<file path="src/rtl/rcnt_pkg.sv">
// package for the four channel root counter timer unit
// types, codes and constants shared by front and back end; no dependencies
package rcnt_pkg;

  localparam int unsigned CYCLE_BIAS_DEF = 2;
  localparam logic [19:0] VSYNC_RESET    = 20'd564480;
  localparam logic [9:0]  MODE3_RESET    = 10'h058;
  localparam logic [15:0] TOP_FULL       = 16'hffff;
  localparam logic [31:0] NEVER_DL       = 32'hffffffff;
  localparam logic [8:0]  LINE_DIV       = 9'd386;
  localparam logic [8:0]  FRAME_DIV      = 9'd262;
  localparam logic [9:0]  RATE_SEL_MASK  = 10'h300;
  localparam logic [9:0]  RATE_SEL_A     = 10'h100;
  localparam logic [9:0]  RATE_SEL_B     = 10'h200;
  localparam logic [9:0]  MODE_TGT       = 10'h010;
  localparam logic [9:0]  MODE_IRQ_MASK  = 10'h030;
  localparam logic [9:0]  MODE_REPEAT    = 10'h040;
  localparam logic [19:0] RATE_EIGHT     = 20'd8;

  // line times frame divisor, and how many multiples of it fit in 20 bits
  localparam logic [16:0] LINE_FRAME_DIV = 17'd101132;
  localparam int unsigned RATE0_STEPS    = 10;
  // ceil(2^27 / 131): exact reciprocal for a 19-bit dividend
  localparam logic [19:0] FRAME_RECIP    = 20'd1024563;

  typedef enum logic [2:0] {
    FN_TICK   = 3'd0,
    FN_WCOUNT = 3'd1,
    FN_WMODE  = 3'd2,
    FN_WTGT   = 3'd3,
    FN_READ   = 3'd4
  } func_t;

  typedef struct packed {
    logic [2:0]  func;
    logic [1:0]  index;
    logic [15:0] value;
  } in_item_t;

  typedef struct packed {
    logic [15:0] read_data;
    logic [3:0]  irq_raise;
  } out_item_t;

  // classified command handed from front to back
  typedef struct packed {
    logic        tick;
    logic        wcount;
    logic        wmode;
    logic        wtgt;
    logic        rd;
    logic [1:0]  idx;
    logic [15:0] value;
  } cmd_t;

endpackage

</file>
<file path="src/rtl/rcnt_front.sv">
// front end: accepts input transactions and decodes them into commands
// depends on rcnt_pkg
module rcnt_front (
  input  logic               clk,
  input  logic               rst_n,
  input  logic               in_valid,
  output logic               in_stall,
  input  rcnt_pkg::in_item_t in_data,
  output logic               cmd_valid,
  input  logic               cmd_stall,
  output rcnt_pkg::cmd_t     cmd
);
  import rcnt_pkg::*;

  logic   valid_r, valid_nxt;
  cmd_t   cmd_r, cmd_nxt;
  logic   take;

  assign in_stall  = valid_r && cmd_stall;
  assign take      = in_valid && !in_stall;
  assign cmd_valid = valid_r;
  assign cmd       = cmd_r;

  // decode func code
  always_comb begin
    cmd_nxt       = cmd_r;
    valid_nxt     = valid_r && cmd_stall;
    if (take) begin
      valid_nxt     = 1'b1;
      cmd_nxt       = '0;
      cmd_nxt.idx   = in_data.index;
      cmd_nxt.value = in_data.value;
      unique case (in_data.func)
        FN_TICK:   cmd_nxt.tick   = 1'b1;
        FN_WCOUNT: cmd_nxt.wcount = 1'b1;
        FN_WMODE:  cmd_nxt.wmode  = 1'b1;
        FN_WTGT:   cmd_nxt.wtgt   = 1'b1;
        FN_READ:   cmd_nxt.rd     = 1'b1;
        default:   cmd_nxt.rd     = 1'b0;
      endcase
    end
  end

  always_ff @(posedge clk) begin
    if (!rst_n) begin
      valid_r <= 1'b0;
    end else begin
      valid_r <= valid_nxt;
    end
    cmd_r <= cmd_nxt;
  end
endmodule

</file>
<file path="config.mk">
export PLATFORM = sky130hd
export DESIGN_NAME = rcnt_front
export DESIGN_NICKNAME = d
export VERILOG_FILES = /design/src/rtl/rcnt_pkg.sv /design/src/rtl/rcnt_front.sv
export SDC_FILE = /design/constraint.sdc
export NUM_CORES = 1
export LEC_CHECK = 0
export ABC_AREA = 1
export BUFFER_PORTS_ARGS = -buffer_cell sky130_fd_sc_hd__buf_2
export CAP_MARGIN = 20
export CORE_ASPECT_RATIO = 1.5
export CORE_MARGIN = 3
export CORE_UTILIZATION = 40
export DETAILED_ROUTE_END_ITERATION = 7
export GPL_TIMING_DRIVEN = 1
export PLACE_DENSITY = 0.75
export SETUP_SLACK_MARGIN = 0.02
export SLEW_MARGIN = 10
export SYNTH_ARGS = -nofsm -noshare
export SYNTH_HDL_FRONTEND = slang
export SYNTH_SLANG_ARGS = --single-unit
export TNS_END_PERCENT = 5
</file>
<file path="constraint.sdc">
create_clock -name clk -period 2.1 [get_ports clk]
set_input_delay 0.42 -clock clk [delete_from_list [all_inputs] [get_ports clk]]
set_output_delay 0.42 -clock clk [all_outputs]
set_load 0.03 [all_outputs]
</file>
==> impl_results.md, run 1 <==
* Max-slew headroom at 81.5%
* CP required at 1.68 ns
* Pin count of the biggest net entering global routing at 24
* Critical Path AT at 1.00 ns
* PwrDens at 812 nW/um^2
* RePlAce Congestion at 0.636
* First-pass GRT wire length at 2110 um
* Leakage at 0.493 nW
* Final Cycle Share at 67.6%
* Clock skew at 0.00175 ns
* # DRC at 0
* Vias/cell at 4.50
* DR vias at 504
* Post-synth top area share at 88.5%
* WL/cell at 12.5 um
* Worst-margin pin slew at 0.278 ns
* Row Count at 18
* Die width at 42.1 um
* Core area at 1730 um^2
* Final wirelength at 1400 um
* Initial core utilization at 45.0%
* Finish-stage setup viols at 0
* CP max FO at 2
* TritonCTS buffer count at 3
* ANT cells at 0
* Port-buffer cells at 49
* Area grow syn2layout at 39.3%
* All-Layer GR Usage at 11.4%
* Setup bufs post-CTS at 0
* Clock latency on the worst-skew pair at 0.30 ns
* Root buf cell: clkbuf_4
* Clock sinks at 24
* Gr ovfl total at 0
* Post-synthesis cell count at 38
* Drt initial violations at 4
* Crit. End Element: primary output
* CTS tree: built
* Synth top area cells: edfxtp_1, dfxtp_1, inv_1
* Cts repair resizes at 0
* Critical path class: reg2out
* Yosys top cell by area: edfxtp_1
* Die H at 60.1 um
* YS warnings at 0
* Mapped Nets at 63
* Initial antenna violation count at 0
* Hold buffer count at cts at 0
* Final hold violations at 0
* Worst hold path class: in2reg
* Fmax at 704 MHz
* Nets at 118
* Cell variety after synth at 9
* Maximum vdd ir drop at 556 uV
* Register area share after synthesis at 91.0%
* RSZ-0062 raised after global routing: false
* Ports at 50
* Yosys reg bits at 24
* Fin Setup TNS at 0 ns
* Worst setup SP type: flop
* Syn Std Cell Area at 781 um^2
* Clock buffer depth at 2
* Fin crit period at 1.42 ns
* H-tree level count at 1
* Max-cap check violation count at 0
* Initial DRT Pass Iterations at 2
* Vias in the first global route at 500
* Hold slack final at 0.288 ns
* Final slew viol count at 0
* ANT nets after route at 0
* Ratio of cells with drive above 1 in the final layout at 60.9%
* Average size of a mapped cell at 20.5 um^2
* Die footprint at 2530 um^2
* Clock Pin Slew Worst Setup and Hold Paths at 0.12 ns
* Outcome: completed
[stage by stage]
step	worst slack, ns	std cells	power, mW	util, %	area [um^2]
final	0.680	112	0.883	62.7	1090
after global routing	0.559	112	0.926	62.7	1090
after CTS	0.659	112	0.894	62.7	1090
after detailed placement	0.742	108	0.706	61.2	1060
after global placement	0.802	108	0.701	61.2	1060
after floorplan	0.389	38	0.650	-	783
[placed cells by master (no fill, tap or decap)]
| cell type | n |
|---|---|
| buf_2 | 49 |
| inv_1 | 4 |
| buf_4 | 1 |
| dfxtp_1 | 1 |
| nor3b_2 | 1 |
| nor2_1 | 2 |
| clkbuf_4 | 3 |
| nor2_2 | 1 |
| nor3_2 | 1 |
| edfxtp_1 | 23 |
| nor3_1 | 1 |
| a21oi_1 | 1 |
| nand2_1 | 3 |
| clkinv_1 | 1 |
[per-layer routing]
layer  vias up  GRT usage, %  part of all wire (%)
met2        27          23.0                    58
met5         -             0                     0
met4         0          4.00                     0
li1        249             -                     -
met3         0          3.61                   9.8
met1       228          10.3                    32
[worst paths after layout]
check                                 from         to  slack, ns  cells past startpoint
worst max-delay path             cmd_valid   in_stall       0.68                      3
worst min-delay path            in_data[9]     cmd[9]       0.29                      1
worst max register to register   cmd_valid     cmd[3]       0.95                      4
worst min register to register   cmd_valid  cmd_valid       0.51                      2
[cell usage after synthesis]
library cell / count
a21oi_1: 1
nor2_1: 3
nor3_1: 1
nor3_2: 1
edfxtp_1: 23
nor3b_2: 1
nand2_1: 3
dfxtp_1: 1
inv_1: 4
[layout make-up]
type / count / area (um^2)
clock buffers: 3 / 22.5
clock inverters: 1 / 3.75
fillers: 132 / 647
inverters: 4 / 15.0
multi-input cells: 10 / 57.6
flip-flops and latches: 24 / 711
well taps: 20 / 25.0
repair buffers: 50 / 253
[state kept, by name (all words and copies together) (netlist names)]
signal	flops
cmd_valid	1
cmd	23
[logic make-up after synthesis]
group	Yosys count	synth area share, %
compound gates	1	0.640
flops	24	91.0
buf+inv	4	1.92
simple gates	9	6.41
[where the power goes]
group	leakage [nW]	switching, mW	internal, mW
Combinational	0.245	0.0907	0.0393
Sequential	0.232	0.00631	0.557
Clock	0.0154	0.120	0.0691
Total	0.493	0.217	0.665
[critical path, stage by stage (launching register included)]
cell and delay [ns]:
dfxtp_1 0.35, nand2_1 0.07, inv_1 0.08, buf_2 0.20
Power figures use the tool's default switching activity.
==> run 2, diff against run 1 <==
- CORE_UTILIZATION: 40 -> 36
- PLACE_DENSITY: 0.75 -> 0.71
- clock period: 2.1 -> 1.25 ns (I/O delays scaled with it)
==> run 2 against run 1 <==
Against the previous run:
- clock power grew to 2.8 times the previous value
- sequential power grew 68%
- register-to-register slack lost 0.76 ns
- global-route usage shrank 0.43 points
- critical path depth stayed put
- routed wire length grew 4.1%
- flip-flop and latch count did not move
- setup slack got worse by 0.59 ns
- combinational power is 82% higher
- non-clock buffer count rose by 1
- die area increased by 9.7%
- cell count increased by 2.7%
- critical endpoint unchanged
==> impl_results.md, run 2 (synthesis gave the netlist of run 1 again) <==
* Outcome: completed
* Final slew viol count at 0
* Worst hold path class: in2reg
* Initial DRT Pass Iterations at 5
* Worst-margin pin slew at 0.166 ns
* Ratio of cells with drive above 1 in the final layout at 65.6%
* Commonest cells after routing, fill and taps aside: buf_2, edfxtp_1, inv_1, clkbuf_4
* Worst r2r dst: cmd[3]
* Hold slack final at 0.114 ns
* ANT cells at 0
* Critical Path AT at 0.91 ns
* P_int at 1.34 mW
* Combinational Power Share at 13.7%
* Die footprint at 2780 um^2
* Crit. End Element: primary output
* PwrDens at 1480 nW/um^2
* WL/cell at 12.7 um
* Clock buffer depth at 2
* Vias/cell at 4.43
* Die width at 44.0 um
* Fin Setup TNS at 0 ns
* Dpl cells at 111
* Die H at 63.0 um
* Largest register FFs at 23
* Worst setup SP type: flop
* Initial core utilization at 38.0%
* Vias in the first global route at 484
* Area grow syn2layout at 49.0%
* Pin count of the biggest net entering global routing at 19
* CP required at 1.00 ns
* HPWL after detailed placement at 1260 um
* Clock sinks at 24
* Setup bufs post-CTS at 0
* Clock Pin Slew Worst Setup and Hold Paths at 0.12 ns
* Crit path from: cmd_valid
* Crit path capture: in_stall
* Critical path class: reg2out
* Most common cell after layout, fill and taps aside: buf_2
* Ports at 50
* Cells on worst reg2reg path at 4
* DR vias at 509
* Final hold violations at 0
* Fmax at 862 MHz
* First-pass GRT wire length at 2240 um
* Final wirelength at 1460 um
* Clock power frac at 31.2%
* Nets at 119
* Layout Cells excl Fill at 115
* H-tree level count at 1
* Clock skew at 0.00315 ns
* Fin crit period at 1.16 ns
* Switching power at 0.382 mW
* Max-cap check violation count at 0
* ANT nets after route at 0
* RePlAce Congestion at 0.635
* Clock latency on the worst-skew pair at 0.30 ns
* TritonCTS buffer count at 3
* Sequential power share at 55.1%
* Switch share at 22.2%
* Post-Route Utilization at 56.7%
* Drt initial violations at 10
* Gr ovfl total at 0
* Worst R2R Start: cmd_valid
* Leakage at 0.522 nW
* Total power at 1.72 mW
* Finish-stage setup viols at 0
* All-Layer GR Usage at 10.9%
* Maximum vdd ir drop at 984 uV
* Hold buffer count at cts at 0
* Initial antenna violation count at 0
* Final Cycle Share at 92.8%
* R2r setup slk at 0.19 ns
* Root buf cell: clkbuf_4
* RSZ-0062 raised after global routing: false
* Max-slew headroom at 89.0%
* Core area at 2050 um^2
* Row Count at 20
* # DRC at 0
* CP max FO at 2
* CTS tree: built
* Port-buffer cells at 49
run 2: changes by cell type in the layout (fill, tap and decap cells not counted), sizes merged:
cell and delta:
buf +1, bufinv +1, clkinv -1
run 2: worst min path at each step:
stage / from / to / slack (ns) / depth (start not counted)
after floorplan: in_data[0] / cmd[0] / 0.35 / 0
after global placement: in_data[9] / cmd[9] / 0.43 / 1
after detailed placement: in_data[5] / cmd[5] / 0.43 / 1
after CTS: in_data[15] / cmd[15] / 0.10 / 1
after global routing: in_data[15] / cmd[15] / 0.08 / 1
final: in_data[15] / cmd[15] / 0.11 / 1
run 2: layout make-up:
class | instances | area (um^2)
Tap cell | 22 | 27.5
Sequential cell | 24 | 714
Clock buffer | 3 | 22.5
Fill cell | 183 | 888
Inverter | 4 | 20.0
Timing Repair Buffer | 51 | 279
Multi-Input combinational cell | 10 | 70.1
Clock inverter | 1 | 30.0
run 2: repair_timing:
action	4_1_cts	5_1_grt
endpoints found under the setup margin	1	1
hold endpoints to repair	0	0
resized for setup	1	1
run 2: power groups by stage:
stage / clock [mW] / sequential, mW / combinational (mW)
after global routing: 0.589 / 0.951 / 0.250
after global placement: 0 / 0.964 / 0.231
after CTS: 0.551 / 0.948 / 0.238
final: 0.535 / 0.947 / 0.236
after detailed placement: 0 / 0.967 / 0.237
after floorplan: 0 / 1.06 / 0.0335
run 2: critical path, stage by stage (launching register included):
cell and delay (ns):
dfxtp_4 0.38, nand2_4 0.06, inv_6 0.06, buf_6 0.12
run 2: layer usage:
metal  up-vias  share of wire, %  global-route usage [%]  wire (um)
li1        249                 -                       -          -
met1       230                29                    11.8        429
met2        30                58                    19.2        849
met3         0                12                    3.75        182
met4         0                 0                    3.40          0
met5         -                 0                       0          0
run 2: per-stage QoR:
stage	cell area [um^2]	setup slack, ns
after floorplan	805	-0.0235
after global placement	1100	0.192
after detailed placement	1100	0.182
after CTS	1160	0.0531
after global routing	1160	0.0418
final	1160	0.0899
